--- config.mk ---
export PLATFORM = sky130hd
export DESIGN_NAME = region_table_access_checker_core_flat
export DESIGN_NICKNAME = d
export VERILOG_FILES = /design/src/sv/rtac_pkg.sv /design/src/sv/rtac_if.sv /design/src/sv/rtac_table.sv /design/src/sv/rtac_match.sv /design/src/sv/region_table_access_checker_core.sv /design/src/flat_wrapper.sv
export SDC_FILE = /design/constraint.sdc
export NUM_CORES = 2
export LEC_CHECK = 0
export BUFFER_PORTS_ARGS = -buffer_cell sky130_fd_sc_hd__buf_4
export CELL_PAD_IN_SITES_DETAIL_PLACEMENT = 0
export CELL_PAD_IN_SITES_GLOBAL_PLACEMENT = 1
export CORE_MARGIN = 2
export CORE_UTILIZATION = 55
export CTS_CLUSTER_DIAMETER = 30
export DETAILED_ROUTE_END_ITERATION = 16
export GPL_TIMING_DRIVEN = 0
export HOLD_SLACK_MARGIN = 0.03
export PLACE_DENSITY_LB_ADDON = 0.15
export SLEW_MARGIN = 20
export SYNTH_ARGS = -nofsm -noshare
export SYNTH_HDL_FRONTEND = slang
export SYNTH_SLANG_ARGS = --single-unit
--- constraint.sdc ---
create_clock -name clk -period 36.2 [get_ports clk]
set_input_delay 3.62 -clock clk [delete_from_list [all_inputs] [get_ports clk]]
set_output_delay 3.62 -clock clk [all_outputs]
set_load 0.01 [all_outputs]
--- src/sv/rtac_pkg.sv ---
`timescale 1ns / 1ps
// Shared constants, codes and types of the region table access checker.
package rtac_pkg;

    localparam int REGIONS = 16;
    localparam int IDX_W   = (REGIONS > 1) ? $clog2(REGIONS) : 1;
    localparam int CNT_W   = $clog2(REGIONS + 1);

    localparam int CMD_W   = 3;
    localparam int ADDR_W  = 64;
    localparam int SIZE_W  = 2;
    localparam int PERM_W  = 3;
    localparam int ST_W    = 3;
    localparam int RIDX_W  = 4;

    localparam logic [CMD_W-1:0] CMD_MAP      = 3'd0;
    localparam logic [CMD_W-1:0] CMD_VALIDATE = 3'd1;
    localparam logic [CMD_W-1:0] CMD_READ     = 3'd2;
    localparam logic [CMD_W-1:0] CMD_WRITE    = 3'd3;
    localparam logic [CMD_W-1:0] CMD_FETCH    = 3'd4;

    localparam logic [ST_W-1:0] ST_OK       = 3'd0;
    localparam logic [ST_W-1:0] ST_INVALID  = 3'd1;
    localparam logic [ST_W-1:0] ST_OVERFLOW = 3'd2;
    localparam logic [ST_W-1:0] ST_RANGE    = 3'd3;
    localparam logic [ST_W-1:0] ST_FAULT    = 3'd4;

    localparam logic [PERM_W-1:0] PERM_READ  = 3'b001;
    localparam logic [PERM_W-1:0] PERM_WRITE = 3'b010;
    localparam logic [PERM_W-1:0] PERM_EXEC  = 3'b100;

    localparam logic [ADDR_W-1:0] FETCH_BYTES = 64'd4;

    typedef struct packed {
        logic [ADDR_W-1:0] base;
        logic [ADDR_W-1:0] length;
        logic [PERM_W-1:0] perms;
    } entry_t;

    typedef struct packed {
        logic              is_map;
        logic [ADDR_W-1:0] addr;
        logic [ADDR_W-1:0] len;
        logic [PERM_W-1:0] need;
    } ctx_t;

    typedef struct packed {
        logic              valid;
        logic              hit;
        logic [IDX_W-1:0]  idx;
        logic [ADDR_W-1:0] offset;
    } match_t;

endpackage

--- src/sv/rtac_if.sv ---
`timescale 1ns / 1ps
// Request and response channel interfaces.
interface rtac_req_if;
    logic                         valid;
    logic                         ready;
    logic [rtac_pkg::CMD_W-1:0]   command;
    logic [rtac_pkg::ADDR_W-1:0]  address;
    logic [rtac_pkg::ADDR_W-1:0]  length;
    logic [rtac_pkg::SIZE_W-1:0]  size_code;
    logic [rtac_pkg::PERM_W-1:0]  perms;

    modport source (output valid, command, address, length, size_code, perms, input ready);
    modport sink (input valid, command, address, length, size_code, perms, output ready);
endinterface

interface rtac_rsp_if;
    logic                         valid;
    logic                         ready;
    logic [rtac_pkg::ST_W-1:0]    status;
    logic [rtac_pkg::RIDX_W-1:0]  region_index;
    logic [rtac_pkg::ADDR_W-1:0]  offset;

    modport source (output valid, status, region_index, offset, input ready);
    modport sink (input valid, status, region_index, offset, output ready);
endinterface

--- src/sv/rtac_table.sv ---
`timescale 1ns / 1ps
// Region table memory: one write port, one read port with registered data.
module rtac_table (
    input  logic                     clk,
    input  logic                     we,
    input  logic [rtac_pkg::IDX_W-1:0] waddr,
    input  rtac_pkg::entry_t         wdata,
    input  logic                     re,
    input  logic [rtac_pkg::IDX_W-1:0] raddr,
    output rtac_pkg::entry_t         rdata
);
    import rtac_pkg::*;

    entry_t mem [REGIONS];
    entry_t rdata_reg;

    always_ff @(posedge clk)
    begin
        if (we)
        begin
            mem[waddr] <= wdata;
        end
    end

    always_ff @(posedge clk)
    begin
        if (re)
        begin
            rdata_reg <= mem[raddr];
        end
    end

    assign rdata = rdata_reg;

endmodule

--- src/sv/rtac_match.sv ---
`timescale 1ns / 1ps
// Two-stage compare pipeline: overlap test for map, containment test for accesses.
module rtac_match (
    input  logic                       clk,
    input  logic                       rst_n,
    input  logic                       vld,
    input  logic                       flush,
    input  rtac_pkg::entry_t           ent,
    input  logic [rtac_pkg::IDX_W-1:0] idx,
    input  rtac_pkg::ctx_t             ctx,
    output rtac_pkg::match_t           res
);
    import rtac_pkg::*;

    logic              v2_reg;
    logic              ok_reg;
    logic [ADDR_W-1:0] d_reg;
    logic [ADDR_W-1:0] lim_reg;
    logic [IDX_W-1:0]  idx_reg;

    logic              ok_next;
    logic [ADDR_W-1:0] d_next;
    logic [ADDR_W-1:0] lim_next;
    logic              ge;
    logic [ADDR_W:0]   end_sum;
    logic              hit;

    // stage 1: one wide subtract per entry
    always_comb
    begin
        ge = (ent.base >= ctx.addr);
        if (ctx.is_map)
        begin
            d_next   = ge ? (ent.base - ctx.addr) : (ctx.addr - ent.base);
            lim_next = ge ? ctx.len : ent.length;
            ok_next  = 1'b1;
        end
        else
        begin
            d_next   = ctx.addr - ent.base;
            lim_next = ent.length;
            ok_next  = ((ent.perms & ctx.need) == ctx.need) && (ent.base <= ctx.addr);
        end
    end

    always_ff @(posedge clk or negedge rst_n)
    begin
        if (!rst_n)
        begin
            v2_reg <= 1'b0;
        end
        else
        begin
            v2_reg <= vld && !flush;
        end
    end

    always_ff @(posedge clk)
    begin
        if (vld)
        begin
            ok_reg  <= ok_next;
            d_reg   <= d_next;
            lim_reg <= lim_next;
            idx_reg <= idx;
        end
    end

    // stage 2: map overlap; access end (offset + length, 65 bits) within region
    always_comb
    begin
        end_sum = {1'b0, d_reg} + {1'b0, ctx.len};
        if (ctx.is_map)
        begin
            hit = ok_reg && (d_reg < lim_reg);
        end
        else
        begin
            hit = ok_reg && (end_sum <= {1'b0, lim_reg});
        end
    end

    assign res.valid  = v2_reg;
    assign res.hit    = hit;
    assign res.idx    = idx_reg;
    assign res.offset = d_reg;

endmodule

--- src/sv/region_table_access_checker_core.sv ---
`timescale 1ns / 1ps
// Region table access checker: top level with command sequencer and response register.
//
//   channel | role | fields
//   --------+------+------------------------------------------------
//   req     | sink | command, address, length, size_code, perms
//   rsp     | src  | status, region_index, offset
//
// One command at a time: accept, a check state, then a table scan that reads one
// entry per cycle from the region memory through the compare pipeline, ending early
// on a hit, then the done state loads the response register once it is free.
// Early rejects go from the check state straight to the done state and skip the scan.
// Reset clears the region count; the table memory is not cleared.
// The next word is accepted while a response still waits for rsp.ready.
module region_table_access_checker_core (
    input  logic       clk,
    input  logic       rst_n,
    rtac_req_if.sink   req,
    rtac_rsp_if.source rsp
);
    import rtac_pkg::*;

    typedef enum logic [1:0] {
        S_IDLE,
        S_CHECK,
        S_SCAN,
        S_DONE
    } state_t;

    state_t            state_reg, state_next;
    logic [CMD_W-1:0]  cmd_reg, cmd_next;
    logic [ADDR_W-1:0] addr_reg, addr_next;
    logic [ADDR_W-1:0] len_reg, len_next;
    logic [SIZE_W-1:0] size_reg, size_next;
    logic [PERM_W-1:0] perms_reg, perms_next;
    logic [ADDR_W-1:0] acc_len_reg, acc_len_next;
    logic [PERM_W-1:0] need_reg, need_next;
    logic [CNT_W-1:0]  count_reg, count_next;
    logic [CNT_W-1:0]  iss_reg, iss_next;
    logic              rd_vld_reg, rd_vld_next;
    logic [IDX_W-1:0]  rd_idx_reg, rd_idx_next;
    logic [ST_W-1:0]   st_reg, st_next;
    logic [IDX_W-1:0]  res_idx_reg, res_idx_next;
    logic [ADDR_W-1:0] res_off_reg, res_off_next;
    logic              out_vld_reg, out_vld_next;
    logic [ST_W-1:0]   out_st_reg, out_st_next;
    logic [RIDX_W-1:0] out_idx_reg, out_idx_next;
    logic [ADDR_W-1:0] out_off_reg, out_off_next;

    logic              re;
    logic [IDX_W-1:0]  raddr;
    logic              we;
    entry_t            wdata;
    entry_t            rdata;
    ctx_t              ctx;
    match_t            mres;
    logic              flush;
    logic              is_map;

    assign is_map = (cmd_reg == CMD_MAP);

    assign ctx.is_map = is_map;
    assign ctx.addr   = addr_reg;
    assign ctx.len    = acc_len_reg;
    assign ctx.need   = need_reg;

    assign wdata.base   = addr_reg;
    assign wdata.length = len_reg;
    assign wdata.perms  = perms_reg;

    rtac_table u_table (
        .clk   (clk),
        .we    (we),
        .waddr (count_reg[IDX_W-1:0]),
        .wdata (wdata),
        .re    (re),
        .raddr (raddr),
        .rdata (rdata)
    );

    rtac_match u_match (
        .clk   (clk),
        .rst_n (rst_n),
        .vld   (rd_vld_reg),
        .flush (flush),
        .ent   (rdata),
        .idx   (rd_idx_reg),
        .ctx   (ctx),
        .res   (mres)
    );

    assign req.ready        = (state_reg == S_IDLE);
    assign rsp.valid        = out_vld_reg;
    assign rsp.status       = out_st_reg;
    assign rsp.region_index = out_idx_reg;
    assign rsp.offset       = out_off_reg;

    always_comb
    begin
        state_next   = state_reg;
        cmd_next     = cmd_reg;
        addr_next    = addr_reg;
        len_next     = len_reg;
        size_next    = size_reg;
        perms_next   = perms_reg;
        acc_len_next = acc_len_reg;
        need_next    = need_reg;
        count_next   = count_reg;
        iss_next     = iss_reg;
        rd_vld_next  = 1'b0;
        rd_idx_next  = rd_idx_reg;
        st_next      = st_reg;
        res_idx_next = res_idx_reg;
        res_off_next = res_off_reg;
        out_vld_next = out_vld_reg && !rsp.ready;
        out_st_next  = out_st_reg;
        out_idx_next = out_idx_reg;
        out_off_next = out_off_reg;
        re           = 1'b0;
        raddr        = iss_reg[IDX_W-1:0];
        we           = 1'b0;
        flush        = 1'b0;

        unique case (state_reg)
            S_IDLE:
            begin
                if (req.valid)
                begin
                    cmd_next   = req.command;
                    addr_next  = req.address;
                    len_next   = req.length;
                    size_next  = req.size_code;
                    perms_next = req.perms;
                    state_next = S_CHECK;
                end
            end

            S_CHECK:
            begin
                st_next      = ST_OK;
                res_idx_next = '0;
                res_off_next = '0;
                iss_next     = '0;
                acc_len_next = len_reg;
                need_next    = perms_reg;
                state_next   = S_SCAN;
                unique case (cmd_reg)
                    CMD_MAP:
                    begin
                        if (len_reg == '0 || perms_reg == '0)
                        begin
                            st_next    = ST_INVALID;
                            state_next = S_DONE;
                        end
                        else if ((len_reg - 64'd1) > ~addr_reg)
                        begin
                            st_next    = ST_OVERFLOW;
                            state_next = S_DONE;
                        end
                        else if (count_reg >= CNT_W'(REGIONS))
                        begin
                            st_next    = ST_RANGE;
                            state_next = S_DONE;
                        end
                    end
                    CMD_VALIDATE:
                    begin
                        if (len_reg == '0)
                        begin
                            st_next    = ST_INVALID;
                            state_next = S_DONE;
                        end
                    end
                    CMD_READ:
                    begin
                        acc_len_next = 64'd1 << size_reg;
                        need_next    = PERM_READ;
                    end
                    CMD_WRITE:
                    begin
                        acc_len_next = 64'd1 << size_reg;
                        need_next    = PERM_WRITE;
                    end
                    CMD_FETCH:
                    begin
                        acc_len_next = FETCH_BYTES;
                        need_next    = PERM_EXEC;
                        if ((addr_reg & (FETCH_BYTES - 64'd1)) != '0)
                        begin
                            st_next    = ST_FAULT;
                            state_next = S_DONE;
                        end
                    end
                    default:
                    begin
                        st_next    = ST_INVALID;
                        state_next = S_DONE;
                    end
                endcase
            end

            S_SCAN:
            begin
                if (iss_reg < count_reg)
                begin
                    re          = 1'b1;
                    iss_next    = iss_reg + 1'b1;
                    rd_vld_next = 1'b1;
                    rd_idx_next = iss_reg[IDX_W-1:0];
                end
                if (mres.valid && mres.hit)
                begin
                    flush       = 1'b1;
                    rd_vld_next = 1'b0;
                    state_next  = S_DONE;
                    if (is_map)
                    begin
                        st_next = ST_RANGE;
                    end
                    else
                    begin
                        st_next      = ST_OK;
                        res_idx_next = mres.idx;
                        res_off_next = mres.offset;
                    end
                end
                else if (iss_reg == count_reg && !rd_vld_reg)
                begin
                    flush       = 1'b1;
                    rd_vld_next = 1'b0;
                    state_next  = S_DONE;
                    if (is_map)
                    begin
                        st_next      = ST_OK;
                        res_idx_next = count_reg[IDX_W-1:0];
                    end
                    else
                    begin
                        st_next = ST_FAULT;
                    end
                end
            end

            S_DONE:
            begin
                if (!out_vld_reg || rsp.ready)
                begin
                    out_vld_next = 1'b1;
                    out_st_next  = st_reg;
                    out_idx_next = (st_reg == ST_OK) ? RIDX_W'(res_idx_reg) : '0;
                    out_off_next = (st_reg == ST_OK) ? res_off_reg : '0;
                    if (is_map && st_reg == ST_OK)
                    begin
                        we         = 1'b1;
                        count_next = count_reg + 1'b1;
                    end
                    state_next = S_IDLE;
                end
            end

            default:
            begin
                state_next = S_IDLE;
            end
        endcase
    end

    always_ff @(posedge clk or negedge rst_n)
    begin
        if (!rst_n)
        begin
            state_reg   <= S_IDLE;
            count_reg   <= '0;
            iss_reg     <= '0;
            rd_vld_reg  <= 1'b0;
            out_vld_reg <= 1'b0;
        end
        else
        begin
            state_reg   <= state_next;
            count_reg   <= count_next;
            iss_reg     <= iss_next;
            rd_vld_reg  <= rd_vld_next;
            out_vld_reg <= out_vld_next;
        end
    end

    always_ff @(posedge clk)
    begin
        cmd_reg     <= cmd_next;
        addr_reg    <= addr_next;
        len_reg     <= len_next;
        size_reg    <= size_next;
        perms_reg   <= perms_next;
        acc_len_reg <= acc_len_next;
        need_reg    <= need_next;
        rd_idx_reg  <= rd_idx_next;
        st_reg      <= st_next;
        res_idx_reg <= res_idx_next;
        res_off_reg <= res_off_next;
        out_st_reg  <= out_st_next;
        out_idx_reg <= out_idx_next;
        out_off_reg <= out_off_next;
    end

endmodule
--- src/flat_wrapper.sv ---
// flat-port wrapper written by rule: the top's interface ports become plain ports
module region_table_access_checker_core_flat import rtac_pkg::*;
  (clk, rst_n, req_valid, req_command, req_address, req_length, req_size_code, req_perms, req_ready, rsp_valid, rsp_status, rsp_region_index, rsp_offset, rsp_ready);
  rtac_req_if req_i ();
  rtac_rsp_if rsp_i ();
  input  logic clk;
  input  logic rst_n;
  input wire logic [$bits(req_i.valid)-1:0] req_valid;
  input wire logic [$bits(req_i.command)-1:0] req_command;
  input wire logic [$bits(req_i.address)-1:0] req_address;
  input wire logic [$bits(req_i.length)-1:0] req_length;
  input wire logic [$bits(req_i.size_code)-1:0] req_size_code;
  input wire logic [$bits(req_i.perms)-1:0] req_perms;
  output wire logic [$bits(req_i.ready)-1:0] req_ready;
  output wire logic [$bits(rsp_i.valid)-1:0] rsp_valid;
  output wire logic [$bits(rsp_i.status)-1:0] rsp_status;
  output wire logic [$bits(rsp_i.region_index)-1:0] rsp_region_index;
  output wire logic [$bits(rsp_i.offset)-1:0] rsp_offset;
  input wire logic [$bits(rsp_i.ready)-1:0] rsp_ready;
  assign req_i.valid = req_valid;
  assign req_i.command = req_command;
  assign req_i.address = req_address;
  assign req_i.length = req_length;
  assign req_i.size_code = req_size_code;
  assign req_i.perms = req_perms;
  assign req_ready = req_i.ready;
  assign rsp_valid = rsp_i.valid;
  assign rsp_status = rsp_i.status;
  assign rsp_region_index = rsp_i.region_index;
  assign rsp_offset = rsp_i.offset;
  assign rsp_i.ready = rsp_ready;
  region_table_access_checker_core u_core (.clk(clk), .rst_n(rst_n), .req(req_i), .rsp(rsp_i));
endmodule
==> impl_metrics.toml <==
[worst_hold_path]
min-delay-start = "u_core.rd_idx_reg[2]"
holdPathEnd = "u_core.u_match.idx_reg[2]"
hold_class = "register to register"
whs_path_depth = 0

[synthesis]
synth_ff_type = "edfxtp_1"
yosys.area_share.simple_pct = 5.04
yosys.cell_count.top_type = "edfxtp_1"
synth_edf_count = 2709
ys_warn_count = 0
synth_fa_ha_area_share_pct = 4.29
synthTopCellsByCount = "2709 x edfxtp_1, 655 x mux4_2, 414 x nand2_1"
synth.largest_area_cell = "edfxtp_1"
synth_compound_area_share_pct = 4.97
synth_top_family_by_area = "multiplexers"
synthXorXnorAreaFrac_pct = 1.41
ys_seq_elements = 2724
synth.mux.area_fraction_pct = 12.7
synth_top_area_share_pct = 69.4
ys_seq_area_share_pct = 69.7
synthArstFlopShare_pct = 0.551
netlist-cell-type-count = 86
avgSynthCellArea_um2 = 17.6
syn-num-nets = 7206
syn_inst = 6666
synthTopCellsByArea = "edfxtp_1 69%, mux4_2 13%, ha_1 4.2%"
synthesis.area_um2 = 117000

[status]
status = "complete, no violations"

[timing]
fin_tns_setup_ps = 0
slew_headroom_pct = 21.2
timing.final.crit_share_pct = 22.8
finalCriticalPeriod_ps = 8240
rsz0062_at_grt = "no"
slew_violations = 0
setup_viol = 0
finalWorstSetupSlack_ps = 27960
fmax_ghz = 0.121
clock-skew-final_ps = 106
finalHoldViolCount = 0
worst_pin_slew_ps = 1180

[power]
p_sw_mw = 4.35
irDropWorstVdd_mv = 0.0730
sequentialPowerShare_pct = 34.4
p_sw_share_pct = 34.0
clkPwrFrac_pct = 35.1
p_int_mw = 8.46
p_comb_share_pct = 30.5
p_leak_nw = 49.6
power_density_nw_per_um2 = 89.8

[global_route]
grt_antenna_before_repair = 34
grtUsageTotal_pct = 34.1
grt-ovfl-total = 0
grt_max_degree = 53
grt_pass1_vias = 68900
grt_pass1_wl_um = 519000

[finish]
syn2layout_area_growth_pct = 21.7
largest_register_ffs = 2096
multi_input_area_um2 = 33500
final-seq-area_um2 = 81700
n_fill_cell = 13800
final_nets = 8123
drive_gt1_share_pct = 25.2

[routing]
vias = 69700
vias_per_cell = 6.44
dr.pass1.iters = 6
drc = 0
drt-initial-drc-count = 9326
drt-total-wl_um = 370000
drtAntennaViolNets = 0
route.detailed.wl_per_inst_um = 34.1

[die]
die_width_um = 466
start_util_pct = 55.3
die_h_um = 466
coreArea_um2 = 212000
dieArea_um2 = 217000
ios = 213
rows = 169

[critical_path]
r2r_slack_ps = 27960
r2r_start = "u_core.len_reg[15]"
slowest_delay_ps = 940
crit_type = "register to register"
required_ps = 36870
worstReg2RegEnd = "u_core.st_reg[0]"
cp_max_fo = 19
worst_r2r_path_depth = 19
crit_chain = "or4_1 -> or4_1 -> buf_2 -> nor4_1 -> and3_1 -> nand2_1 -> nor3_1 -> xor2_1 -> ha_1 -> nand4_1 -> nor3_1 -> nand3_1 -> nor4_1 -> o41ai_1 -> and4_1 -> a41oi_1 -> nor2_1 -> o21ai_0 -> o211ai_1"
cp-end-kind = "register"
slowest_stage = "nor4_1"
crit_arrival_ps = 8910
crit_path_start_kind = "register"

[clock_network]
cts-buffers-inserted = 479
post_cts_buffers = 0
hold_buffers = 0
cts_buffer_depth = 4
clk_pin_slew_ps = 50
cts.repair.resized = 0
cts_root_buf = "clkbuf_16"
cts_htree_levels = 5
clk_latency_ps = 1010
numClockSinks = 2724
cts_tree = "yes"

[place]
dp_slack_ps = 28180
dp_hpwl_um = 256000
gp_congestion = 0.979
numPortBuffers = 212

[flow_run]
max_cap_viol_count = 0
-- worst max-delay path by stage --
stage	start	to	slack, ps	depth (start not counted)
finish	u_core.len_reg[15]	u_core.st_reg[0]	27960	19
global route	u_core.u_match.d_reg[0]	u_core.res_off_reg[22]	27750	25
CTS	u_core.len_reg[15]	u_core.st_reg[0]	28130	19
detailed placement	u_core.len_reg[15]	u_core.st_reg[0]	28180	19
global placement	rsp_ready	u_core.u_table.mem[2][109]	6690	7
floorplan	rsp_ready	u_core.u_table.mem[3][0]	20370	6
-- power by group through the flow --
| stage | logic, mW | clock network (mW) | registers [mW] |
|---|---|---|---|
| 5_1_grt | 4.18 | 4.66 | 4.42 |
| 4_1_cts | 3.87 | 4.52 | 4.40 |
| 6_report | 3.91 | 4.49 | 4.41 |
| 3_5_place_dp | 3.81 | 0 | 4.45 |
| 2_1_floorplan | 2.44 | 0 | 4.25 |
| 3_3_place_gp | 3.66 | 0 | 4.53 |
-- routing by layer --
| metal | global-route usage, % | routed length, µm |
|---|---|---|
| met1 | 49.3 | 149000 |
| met2 | 52.5 | 171000 |
| met3 | 6.33 | 34700 |
| met4 | 12.4 | 14200 |
| met5 | 0 | 114 |
-- cells in the final DEF, fill, tap and decap left out, types with 45 or more instances in the layout --
master | synthesis | final
mux4_2 | 655 | 655
clkinv_2 | 0 | 73
a21oi_1 | 350 | 349
clkinv_4 | 0 | 45
nand2_1 | 414 | 414
o21bai_1 | 62 | 62
clkbuf_1 | 229 | 240
buf_4 | 7 | 291
bufinv_16 | 0 | 69
nand4_1 | 92 | 92
edfxtp_1 | 2709 | 2709
buf_12 | 0 | 69
and2_1 | 208 | 206
nor3_1 | 61 | 55
clkbuf_2 | 0 | 48
clkinvlp_4 | 0 | 52
nor2_1 | 209 | 195
a21o_1 | 106 | 106
ha_1 | 397 | 396
clkbuf_16 | 0 | 483
xnor2_1 | 106 | 106
inv_1 | 259 | 259
xor2_1 | 83 | 83
buf_16 | 0 | 60
o21ai_0 | 168 | 168
nand3_1 | 61 | 61
clkinv_1 | 0 | 56
-- cells by family after synthesis --
logic type      Yosys count
xor+xnor                189
buf+inv                 549
flops                  2724
compound gates          929
simple gates           1202
mux                     673
fa+ha+maj               400
-- metrics by stage --
| stage | util, % | power (mW) | area [µm²] | hold slack (ps) | cells |
|---|---|---|---|---|---|
| final | 67.3 | 12.8 | 143000 | 395 | 10800 |
| after floorplan | - | 6.69 | 117000 | 400 | 6666 |
| after CTS | 67.3 | 12.8 | 142000 | 401 | 10800 |
| after global placement | 57.7 | 8.18 | 122000 | 407 | 9699 |
| after global routing | 67.3 | 13.3 | 143000 | 395 | 10800 |
| after detailed placement | 59.6 | 8.26 | 126000 | 405 | 9918 |
-- worst max-delay path: cells and delay by family (launching register included) --
family | cells | cell delay, ps
compound gates | 4 | 1010
fa+ha+maj | 1 | 320
xor+xnor | 1 | 150
flops | 1 | 780
simple gates | 12 | 5460
buf+inv | 1 | 170
-- final cells by class --
class,count,area share [%]
Sequential cell,2724,57.3
Multi-Input combinational cell,3393,23.5
Clock buffer,536,8.63
Timing Repair Buffer,436,3.81
Clock inverter,338,2.71
Tap cell,2821,2.47
Buffer,290,0.867
Inverter,259,0.681
Antenna cell,25,0.0439
(Power assumes the default switching activity.)
